===== config.mk =====
export PLATFORM = sky130hd
export DESIGN_NAME = multi_period_frequency_meter
export DESIGN_NICKNAME = d
export VERILOG_FILES = /design/src/rtl/mpfm_pkg.sv /design/src/rtl/mpfm_queue.sv /design/src/rtl/mpfm_front.sv /design/src/rtl/mpfm_back.sv /design/src/rtl/multi_period_frequency_meter.sv
export SDC_FILE = /design/constraint.sdc
export NUM_CORES = 1
export LEC_CHECK = 0
export ABC_AREA = 1
export BUFFER_PORTS_ARGS = -buffer_cell sky130_fd_sc_hd__buf_4
export CORE_AREA = 3 3 295 297
export CTS_BUF_LIST = sky130_fd_sc_hd__clkbuf_4 sky130_fd_sc_hd__clkbuf_8 sky130_fd_sc_hd__clkbuf_16
export DETAILED_ROUTE_END_ITERATION = 6
export DIE_AREA = 0 0 298 300
export GPL_ROUTABILITY_DRIVEN = 0
export PLACE_DENSITY = 0.52
export SKIP_CTS_REPAIR_TIMING = 1
export SLEW_MARGIN = 20
export SYNTH_ARGS = -nofsm -noshare
export SYNTH_HDL_FRONTEND = slang
export SYNTH_SLANG_ARGS = --single-unit
export TNS_END_PERCENT = 20

===== constraint.sdc =====
create_clock -name clk -period 12.5 [get_ports clk]
set_input_delay 0.625 -clock clk [delete_from_list [all_inputs] [get_ports clk]]
set_output_delay 0.625 -clock clk [all_outputs]
set_load 0.01 [all_outputs]

===== src/rtl/mpfm_pkg.sv =====
package mpfm_pkg;

  // field widths
  localparam int unsigned CNT_W    = 32;
  localparam int unsigned PER_W    = 8;
  localparam int unsigned RATE_W   = 26;
  localparam int unsigned FREQ_W   = 25;
  localparam int unsigned NUM_W    = RATE_W + PER_W;
  localparam int unsigned CFG_W    = 32;
  localparam int unsigned CFG_IDX_W = 2;

  // queue between front and back
  localparam int unsigned QDEPTH   = 2;
  localparam int unsigned QPTR_W   = $clog2(QDEPTH);
  localparam int unsigned QCNT_W   = $clog2(QDEPTH + 1);

  // divider steps, one quotient bit per cycle
  localparam int unsigned DSTEP_W  = $clog2(NUM_W);

  // register indexes
  localparam logic [CFG_IDX_W-1:0] CFG_PERIODS   = 2'd0;
  localparam logic [CFG_IDX_W-1:0] CFG_TIMEOUT   = 2'd1;
  localparam logic [CFG_IDX_W-1:0] CFG_TICK_RATE = 2'd2;
  localparam logic [CFG_IDX_W-1:0] CFG_THRESHOLD = 2'd3;

  // register reset values
  localparam logic [PER_W-1:0]  PERIODS_RST   = 8'd100;
  localparam logic [CNT_W-1:0]  TIMEOUT_RST   = 32'd10000000;
  localparam logic [RATE_W-1:0] TICK_RATE_RST = 26'd20000000;
  localparam logic [FREQ_W-1:0] THRESHOLD_RST = 25'd62920;

  // front phase
  typedef enum logic [1:0] {
    PH_WAIT_LOW  = 2'd0,
    PH_WAIT_HIGH = 2'd1,
    PH_MEASURE   = 2'd2
  } phase_t;

  // back state
  typedef enum logic [1:0] {
    BK_IDLE = 2'd0,
    BK_DIV  = 2'd1,
    BK_HOLD = 2'd2
  } back_state_t;

  // one finished measurement handed from front to back
  typedef struct packed {
    logic             no_signal;
    logic [CNT_W-1:0] tick_count;
    logic [NUM_W-1:0] numerator;
  } job_t;

endpackage


===== src/rtl/mpfm_queue.sv =====
module mpfm_queue (
  input  logic           clk,
  input  logic           rst_n,
  input  logic           push,
  input  mpfm_pkg::job_t push_job,
  output logic           full,
  input  logic           pop,
  output logic           empty,
  output mpfm_pkg::job_t pop_job
);

  mpfm_pkg::job_t                  mem_r [mpfm_pkg::QDEPTH];
  logic [mpfm_pkg::QPTR_W-1:0]     wr_ptr_r, wr_ptr_nxt;
  logic [mpfm_pkg::QPTR_W-1:0]     rd_ptr_r, rd_ptr_nxt;
  logic [mpfm_pkg::QCNT_W-1:0]     cnt_r, cnt_nxt;
  logic                            do_push, do_pop;

  assign full    = (cnt_r == mpfm_pkg::QCNT_W'(mpfm_pkg::QDEPTH));
  assign empty   = (cnt_r == '0);
  assign do_push = push && !full;
  assign do_pop  = pop && !empty;
  assign pop_job = mem_r[rd_ptr_r];

  // pointer and fill count update
  always_comb begin
    wr_ptr_nxt = wr_ptr_r;
    rd_ptr_nxt = rd_ptr_r;
    cnt_nxt    = cnt_r;
    if (do_push) begin
      wr_ptr_nxt = (wr_ptr_r == mpfm_pkg::QPTR_W'(mpfm_pkg::QDEPTH - 1)) ? '0 : wr_ptr_r + 1'b1;
    end
    if (do_pop) begin
      rd_ptr_nxt = (rd_ptr_r == mpfm_pkg::QPTR_W'(mpfm_pkg::QDEPTH - 1)) ? '0 : rd_ptr_r + 1'b1;
    end
    if (do_push && !do_pop) begin
      cnt_nxt = cnt_r + 1'b1;
    end else if (do_pop && !do_push) begin
      cnt_nxt = cnt_r - 1'b1;
    end
  end

  always_ff @(posedge clk) begin
    if (!rst_n) begin
      wr_ptr_r <= '0;
      rd_ptr_r <= '0;
      cnt_r    <= '0;
    end else begin
      wr_ptr_r <= wr_ptr_nxt;
      rd_ptr_r <= rd_ptr_nxt;
      cnt_r    <= cnt_nxt;
    end
  end

  // entry storage
  always_ff @(posedge clk) begin
    if (do_push) begin
      mem_r[wr_ptr_r] <= push_job;
    end
  end

endmodule


===== src/rtl/mpfm_front.sv =====
module mpfm_front (
  input  logic                          clk,
  input  logic                          rst_n,
  input  logic                          in_valid,
  output logic                          in_stall,
  input  logic                          in_pin_level,
  input  logic [mpfm_pkg::PER_W-1:0]    periods_to_measure,
  input  logic [mpfm_pkg::CNT_W-1:0]    timeout_ticks,
  input  logic [mpfm_pkg::RATE_W-1:0]   tick_rate_hz,
  input  logic                          q_full,
  output logic                          push,
  output mpfm_pkg::job_t                push_job
);

  mpfm_pkg::phase_t                 phase_r, phase_nxt;
  logic [mpfm_pkg::CNT_W-1:0]       cnt_r, cnt_nxt;
  logic [mpfm_pkg::PER_W-1:0]       pd_r, pd_nxt;
  logic                             hsl_r, hsl_nxt;
  logic [mpfm_pkg::CNT_W-1:0]       bumped;
  logic                             timeout;
  logic [mpfm_pkg::PER_W-1:0]       target;
  logic [mpfm_pkg::PER_W-1:0]       pd_inc;
  logic [mpfm_pkg::NUM_W-1:0]       numerator;
  logic                             accept;

  // hold off input while a finished result could not be queued
  assign in_stall = q_full;
  assign accept   = in_valid && !in_stall;

  // saturating tick counter and timeout compare
  assign bumped  = (cnt_r == '1) ? cnt_r : cnt_r + 1'b1;
  assign timeout = (bumped > timeout_ticks);
  assign target  = (periods_to_measure == '0) ? mpfm_pkg::PER_W'(1) : periods_to_measure;
  assign pd_inc  = pd_r + 1'b1;

  // frequency numerator, tick rate times periods
  assign numerator = {{mpfm_pkg::PER_W{1'b0}}, tick_rate_hz} *
                     {{mpfm_pkg::RATE_W{1'b0}}, target};

  // phase sequencing per sampled level
  always_comb begin
    phase_nxt = phase_r;
    cnt_nxt   = cnt_r;
    pd_nxt    = pd_r;
    hsl_nxt   = hsl_r;
    push      = 1'b0;
    push_job  = '{no_signal: 1'b1, tick_count: '0, numerator: '0};
    if (accept) begin
      unique case (phase_r)
        mpfm_pkg::PH_WAIT_HIGH: begin
          if (in_pin_level) begin
            phase_nxt = mpfm_pkg::PH_MEASURE;
            cnt_nxt   = '0;
            pd_nxt    = '0;
            hsl_nxt   = 1'b0;
          end else begin
            cnt_nxt = bumped;
            push    = timeout;
          end
        end
        mpfm_pkg::PH_MEASURE: begin
          cnt_nxt = bumped;
          if (!hsl_r && !in_pin_level) begin
            hsl_nxt = 1'b1;
          end else if (hsl_r && in_pin_level) begin
            hsl_nxt = 1'b0;
            pd_nxt  = pd_inc;
            if (pd_inc >= target) begin
              push     = 1'b1;
              push_job = '{no_signal: 1'b0, tick_count: bumped, numerator: numerator};
            end
          end else begin
            push = timeout;
          end
        end
        default: begin
          // wait for low, also the unused phase code
          if (!in_pin_level) begin
            phase_nxt = mpfm_pkg::PH_WAIT_HIGH;
            cnt_nxt   = '0;
          end else begin
            phase_nxt = mpfm_pkg::PH_WAIT_LOW;
            cnt_nxt   = bumped;
            push      = timeout;
          end
        end
      endcase
      // a finished measurement restarts from wait for low
      if (push) begin
        phase_nxt = mpfm_pkg::PH_WAIT_LOW;
        cnt_nxt   = '0;
        pd_nxt    = '0;
        hsl_nxt   = 1'b0;
      end
    end
  end

  always_ff @(posedge clk) begin
    if (!rst_n) begin
      phase_r <= mpfm_pkg::PH_WAIT_LOW;
      cnt_r   <= '0;
      pd_r    <= '0;
      hsl_r   <= 1'b0;
    end else begin
      phase_r <= phase_nxt;
      cnt_r   <= cnt_nxt;
      pd_r    <= pd_nxt;
      hsl_r   <= hsl_nxt;
    end
  end

endmodule


===== src/rtl/mpfm_back.sv =====
module mpfm_back (
  input  logic                          clk,
  input  logic                          rst_n,
  input  logic                          q_empty,
  output logic                          q_pop,
  input  mpfm_pkg::job_t                q_job,
  input  logic [mpfm_pkg::FREQ_W-1:0]   threshold_hz,
  output logic                          out_valid,
  input  logic                          out_stall,
  output logic                          out_no_signal,
  output logic [mpfm_pkg::CNT_W-1:0]    out_tick_count,
  output logic [mpfm_pkg::FREQ_W-1:0]   out_frequency_hz,
  output logic                          out_above_threshold
);

  localparam logic [mpfm_pkg::FREQ_W-1:0] FREQ_MAX = '1;

  mpfm_pkg::back_state_t            state_r, state_nxt;
  logic [mpfm_pkg::DSTEP_W-1:0]     step_r, step_nxt;
  logic [mpfm_pkg::CNT_W-1:0]       div_r, div_nxt;
  logic [mpfm_pkg::CNT_W-1:0]       rem_r, rem_nxt;
  logic [mpfm_pkg::NUM_W-1:0]       quo_r, quo_nxt;
  logic                             nosig_r, nosig_nxt;
  logic [mpfm_pkg::FREQ_W-1:0]      freq_r, freq_nxt;
  logic [mpfm_pkg::FREQ_W-1:0]      last_freq_r, last_freq_nxt;
  logic                             out_valid_r, out_valid_nxt;
  logic                             out_nosig_r, out_nosig_nxt;
  logic [mpfm_pkg::CNT_W-1:0]       out_cnt_r, out_cnt_nxt;
  logic [mpfm_pkg::FREQ_W-1:0]      out_freq_r, out_freq_nxt;
  logic                             out_above_r, out_above_nxt;
  logic [mpfm_pkg::CNT_W:0]         rem_sh;
  logic [mpfm_pkg::CNT_W:0]         diff;
  logic                             ge;
  logic [mpfm_pkg::NUM_W-1:0]       quo_step;
  logic [mpfm_pkg::FREQ_W-1:0]      freq_eff;
  logic                             slot_free;

  // one restoring division step
  assign rem_sh   = {rem_r, quo_r[mpfm_pkg::NUM_W-1]};
  assign diff     = rem_sh - {1'b0, div_r};
  assign ge       = (rem_sh >= {1'b0, div_r});
  assign quo_step = {quo_r[mpfm_pkg::NUM_W-2:0], ge};

  assign slot_free = !out_valid_r || !out_stall;
  assign freq_eff  = nosig_r ? last_freq_r : freq_r;

  // divider sequencing and output load
  always_comb begin
    state_nxt     = state_r;
    step_nxt      = step_r;
    div_nxt       = div_r;
    rem_nxt       = rem_r;
    quo_nxt       = quo_r;
    nosig_nxt     = nosig_r;
    freq_nxt      = freq_r;
    last_freq_nxt = last_freq_r;
    out_valid_nxt = out_valid_r && out_stall;
    out_nosig_nxt = out_nosig_r;
    out_cnt_nxt   = out_cnt_r;
    out_freq_nxt  = out_freq_r;
    out_above_nxt = out_above_r;
    q_pop         = 1'b0;
    unique case (state_r)
      mpfm_pkg::BK_IDLE: begin
        if (!q_empty) begin
          q_pop     = 1'b1;
          nosig_nxt = q_job.no_signal;
          div_nxt   = q_job.tick_count;
          rem_nxt   = '0;
          quo_nxt   = q_job.numerator;
          step_nxt  = mpfm_pkg::DSTEP_W'(mpfm_pkg::NUM_W - 1);
          freq_nxt  = '0;
          state_nxt = q_job.no_signal ? mpfm_pkg::BK_HOLD : mpfm_pkg::BK_DIV;
        end
      end
      mpfm_pkg::BK_DIV: begin
        rem_nxt  = ge ? diff[mpfm_pkg::CNT_W-1:0] : rem_sh[mpfm_pkg::CNT_W-1:0];
        quo_nxt  = quo_step;
        step_nxt = step_r - 1'b1;
        if (step_r == '0) begin
          // saturate the quotient to the frequency field
          freq_nxt  = (quo_step[mpfm_pkg::NUM_W-1:mpfm_pkg::FREQ_W] != '0) ? FREQ_MAX :
                      quo_step[mpfm_pkg::FREQ_W-1:0];
          state_nxt = mpfm_pkg::BK_HOLD;
        end
      end
      mpfm_pkg::BK_HOLD: begin
        if (slot_free) begin
          out_valid_nxt = 1'b1;
          out_nosig_nxt = nosig_r;
          out_cnt_nxt   = nosig_r ? '0 : div_r;
          out_freq_nxt  = freq_r;
          out_above_nxt = (freq_eff > threshold_hz);
          last_freq_nxt = freq_eff;
          state_nxt     = mpfm_pkg::BK_IDLE;
        end
      end
      default: begin
        state_nxt = mpfm_pkg::BK_IDLE;
      end
    endcase
  end

  always_ff @(posedge clk) begin
    if (!rst_n) begin
      state_r     <= mpfm_pkg::BK_IDLE;
      out_valid_r <= 1'b0;
      last_freq_r <= '0;
    end else begin
      state_r     <= state_nxt;
      out_valid_r <= out_valid_nxt;
      last_freq_r <= last_freq_nxt;
    end
  end

  // datapath registers
  always_ff @(posedge clk) begin
    step_r      <= step_nxt;
    div_r       <= div_nxt;
    rem_r       <= rem_nxt;
    quo_r       <= quo_nxt;
    nosig_r     <= nosig_nxt;
    freq_r      <= freq_nxt;
    out_nosig_r <= out_nosig_nxt;
    out_cnt_r   <= out_cnt_nxt;
    out_freq_r  <= out_freq_nxt;
    out_above_r <= out_above_nxt;
  end

  assign out_valid           = out_valid_r;
  assign out_no_signal       = out_nosig_r;
  assign out_tick_count      = out_cnt_r;
  assign out_frequency_hz    = out_freq_r;
  assign out_above_threshold = out_above_r;

endmodule


===== src/rtl/multi_period_frequency_meter.sv =====
// channel   direction  handshake            payload
// in_       input      in_valid / in_stall   in_pin_level
// out_      output     out_valid / out_stall out_no_signal, out_tick_count,
//                                            out_frequency_hz, out_above_threshold
// cfg_      input      cfg_we                cfg_index, cfg_data
//
// one level sample is taken per cycle while the front queue has room
// a result leaves the back once the 34-step shift-subtract divider has run
// (one quotient bit per cycle); no-signal results skip it
// a two-entry queue sits between front and back; when it is full, in_stall rises
// reset is synchronous on rst_n; no clearing pass, the block is ready right after reset
// out_stall holds the output register; the divider may finish the next result meanwhile
module multi_period_frequency_meter (
  input  logic                              clk,
  input  logic                              rst_n,
  input  logic                              in_valid,
  output logic                              in_stall,
  input  logic                              in_pin_level,
  output logic                              out_valid,
  input  logic                              out_stall,
  output logic                              out_no_signal,
  output logic [mpfm_pkg::CNT_W-1:0]        out_tick_count,
  output logic [mpfm_pkg::FREQ_W-1:0]       out_frequency_hz,
  output logic                              out_above_threshold,
  input  logic                              cfg_we,
  input  logic [mpfm_pkg::CFG_IDX_W-1:0]    cfg_index,
  input  logic [mpfm_pkg::CFG_W-1:0]        cfg_data
);

  logic [mpfm_pkg::PER_W-1:0]   periods_r;
  logic [mpfm_pkg::CNT_W-1:0]   timeout_r;
  logic [mpfm_pkg::RATE_W-1:0]  tick_rate_r;
  logic [mpfm_pkg::FREQ_W-1:0]  threshold_r;
  logic                         q_full, q_empty, q_push, q_pop;
  mpfm_pkg::job_t               push_job, pop_job;

  // configuration registers
  always_ff @(posedge clk) begin
    if (!rst_n) begin
      periods_r   <= mpfm_pkg::PERIODS_RST;
      timeout_r   <= mpfm_pkg::TIMEOUT_RST;
      tick_rate_r <= mpfm_pkg::TICK_RATE_RST;
      threshold_r <= mpfm_pkg::THRESHOLD_RST;
    end else if (cfg_we) begin
      unique case (cfg_index)
        mpfm_pkg::CFG_PERIODS:   periods_r   <= cfg_data[mpfm_pkg::PER_W-1:0];
        mpfm_pkg::CFG_TIMEOUT:   timeout_r   <= cfg_data[mpfm_pkg::CNT_W-1:0];
        mpfm_pkg::CFG_TICK_RATE: tick_rate_r <= cfg_data[mpfm_pkg::RATE_W-1:0];
        mpfm_pkg::CFG_THRESHOLD: threshold_r <= cfg_data[mpfm_pkg::FREQ_W-1:0];
        default: begin
        end
      endcase
    end
  end

  // sample sequencing
  mpfm_front u_front (
    .clk                (clk),
    .rst_n              (rst_n),
    .in_valid           (in_valid),
    .in_stall           (in_stall),
    .in_pin_level       (in_pin_level),
    .periods_to_measure (periods_r),
    .timeout_ticks      (timeout_r),
    .tick_rate_hz       (tick_rate_r),
    .q_full             (q_full),
    .push               (q_push),
    .push_job           (push_job)
  );

  // finished measurements waiting for the divider
  mpfm_queue u_queue (
    .clk      (clk),
    .rst_n    (rst_n),
    .push     (q_push),
    .push_job (push_job),
    .full     (q_full),
    .pop      (q_pop),
    .empty    (q_empty),
    .pop_job  (pop_job)
  );

  // frequency division and result register
  mpfm_back u_back (
    .clk                 (clk),
    .rst_n               (rst_n),
    .q_empty             (q_empty),
    .q_pop               (q_pop),
    .q_job               (pop_job),
    .threshold_hz        (threshold_r),
    .out_valid           (out_valid),
    .out_stall           (out_stall),
    .out_no_signal       (out_no_signal),
    .out_tick_count      (out_tick_count),
    .out_frequency_hz    (out_frequency_hz),
    .out_above_threshold (out_above_threshold)
  );

endmodule


==> summary.md <==
| Metric | Value |
|---|---|
| Vias in the first global route | `21524` |
| Sequential Power Share | `0.351` |
| Avg WL per Cell | `17.1 microns` |
| Syn avg cell area | `8.66 sq um` |
| Total number of vias | `22136` |
| Crit path time final | `5.68 ns` |
| Final clock skew | `0.0255 ns` |
| Core Box Area | `84900 sq um` |
| Initial DRC count | `1526` |
| M1 wire length | `39.1 mm` |
| Crit. Startpoint | `u_front.cnt_r[0]` |
| Post-route cell area | `33300 sq um` |
| Top FF cell, synth | `edfxtp_1` |
| CTS tree | `done` |
| Reg area | `13000 sq um` |
| Worst path most repeated cell | `nand2_1` |
| Leakage | `14.9 nW` |
| Post-synth cell types | `54` |
| Final net count | `3801` |
| # IOs | `101` |
| H-tree levels | `2` |
| Initial Util | `0.349` |
| Met2 wire len | `33.6 mm` |
| Post-route setup slack | `6.82 ns` |
| Pre-antenna DRT Iters | `6` |
| Dpl hpwl | `58.7 mm` |
| Mapped Cells | `3419` |
| Synth Net Count | `3764` |
| Worst skew pair latency | `0.63 ns` |
| Worst Path Required | `12.76 ns` |
| Chip height | `300 microns` |
| EDFF count, synth | `323` |
| Synth Register Bits | `490` |
| CP endpoint kind | `register` |
| Die Wd | `298 microns` |
| Post-Route WL | `79.6 mm` |
| Worst-margin pin slew | `1.05 ns` |
| Ys Warns | `0` |
| Total power | `7.10 mW` |
| Routed Antenna Nets | `0` |
| Worst path slowest cell | `nor2_4` |
| Slowest stage delay, CP | `0.83 ns` |
| Area grow syn2layout | `12.7%` |
| Via/cell ratio | `4.76` |
| P_int | `4.26 mW` |
| Initial antenna violation count | `7` |
| Slew HR | `0.298` |
| Clock Path Buffers | `3` |
| Final hold vios | `0` |
| DRC | `0` |
| Critical-path cell list | `ha_1 > and3_1 > nand2_1 > nor2_1 > nand2_1 > buf_4 > nand2_1 > ha_1 > nand2_1 > nor2_1 > nand4_1 > nor2_1 > nand2_1 > nand2_1 > nand3_1 > nand2_1 > nand2_2 > inv_2 > nand2_1 > nor2_4 > buf_4` |
| RSZ-0062 raised after global routing | `no` |
| Clk root buf | `clkbuf_16` |
| Grt total ovfl | `0` |
| Synth Cell Area | `29600 sq um` |
| Peak VDD IR | `142 uV` |
| Most frequent cells in the layout | `nand2_1, inv_1, edfxtp_1` |
| Crit-path max FO | `34` |
| Area after DPL | `31400 sq um` |
| Synth top area share | `0.328` |
| Pwr Density | `213 nW/um^2` |
| Fill cells | `8735` |
| Combinational share of power | `0.411` |
| Final Max Tran Viols | `0` |
| FMAX | `176 MHz` |
| Num CTS Buffers | `57` |
| Area contributors post-synth | `edfxtp_1, dfxtp_1, fa_1` |
| # clock sinks | `490` |
| TNS Setup | `0 ns` |
| Max_cap viols | `0` |
| Largest net degree at the start of global routing | `89` |
| IO Port Bufs | `100` |
| Area of the multi-input gates | `13700 sq um` |
| Yosys top cell by area | `edfxtp_1` |
| Met3 Routed Length | `5.16 mm` |
| Total Routing Usage GR | `0.177` |
| Leading cell type in the layout, fill and taps excluded | `nand2_1` |
| Switching share of power | `0.401` |
| NetSw | `2.85 mW` |
| Synth async-reset ratio | `0` |
| Min-Delay Startpoint | `cfg_data[26]` |
| Clock power share | `0.238` |
| Critical path type | `register to register` |
| Arr. time, crit path | `5.94 ns` |
| Share of layout cells above drive strength 1 | `0.0748` |
| Reg-to-Reg Start | `u_front.cnt_r[0]` |
| Startpoint types | `register` |
| Area of the die | `89400 sq um` |
| Clk pin slew, worst setup/hold paths | `0.06 ns` |
| Setup violators final | `0` |
| Top sig layer | `met4` |
| Global-route wire length before repair | `126 mm` |
| Dpl ws | `6.78 ns` |
| Run status | `finished clean` |
| # rows | `107` |
| Hold Crit Class | `input pin to register` |
| Sequential area share after synthesis | `0.441` |
| Crit share post-route | `0.454` |
-- final timing paths --
kind / slack [ns] / depth (start not counted) / to
max reg2reg: 6.82 / 21 / u_queue.mem_r[1][16]
max: 6.82 / 21 / u_queue.mem_r[1][16]
min reg2reg: 0.44 / 1 / register
min: 0.30 / 3 / timeout_r[26]
-- routing by layer --
metal / vias to the layer above / GRT usage
met5: - / 0
met4: 0 / 0.0406
met2: 523 / 0.266
met1: 10424 / 0.265
met3: 101 / 0.0324
li1: 11088 / -
-- power by group through the flow --
stage	sequential [mW]	clock (mW)	combinational, mW
2_1_floorplan	2.49	0	2.09
3_3_place_gp	2.53	0	2.93
3_5_place_dp	2.53	0	2.94
4_1_cts	2.50	1.74	2.95
5_1_grt	2.54	1.81	3.34
6_report	2.50	1.69	2.92
-- synth_stat cells, types with 30 or more instances --
cell      count
nand4_1      30
nor2_1      286
xor2_1       50
ha_1        160
nand2_1     720
a21oi_1     309
dfxtp_1     167
inv_1       599
nand3_1      81
clkbuf_1    116
fa_1        145
o21ai_0     197
edfxtp_1    323
-- through the flow --
stage / hold slack [ns] / cells / utilization
final: 0.300 / 4652 / 0.393
after global routing: 0.270 / 4648 / 0.393
after CTS: 0.258 / 4648 / 0.393
after detailed placement: 0.431 / 4541 / 0.370
after global placement: 0.432 / 4541 / 0.370
after floorplan: 0.424 / 3419 / -
-- layout make-up --
type,count,area share
Clock inverter,25,0.00784
Clock buffer,82,0.0502
Timing Repair Buffer,130,0.0293
Inverter,606,0.0682
Antenna cell,4,0.000300
Multi-Input combinational cell,2171,0.410
Sequential cell,490,0.391
Tap cell,1144,0.0429
-- registers in the layout, indices dropped and copies added, names as in the netlist, 26 cells and up, named ones only --
signal,flops
u_back.rem_r,32
u_front.cnt_r,32
u_back.div_r,32
timeout_r,32
tick_rate_r,26
u_back.quo_r,34
u_back.out_tick_count,32
u_queue.mem_r,134
-- logic make-up after synthesis --
kind of cell	Yosys count	share of synthesized area
compound gates	613	0.112
xor+xnor	73	0.0216
fa+ha+maj	305	0.166
buf+inv	758	0.0988
flops	490	0.441
mux	1	0.000338
simple gates	1179	0.161
-- critical path: cells and delay by family (launching register included) --
family | cells | cell delay, ns
adders and majority gates | 2 | 0.57
buffers and inverters | 3 | 1.14
DFF | 1 | 0.35
and+or+nand+nor | 16 | 3.21
Note: power is estimated with default switching activity, not from simulation.
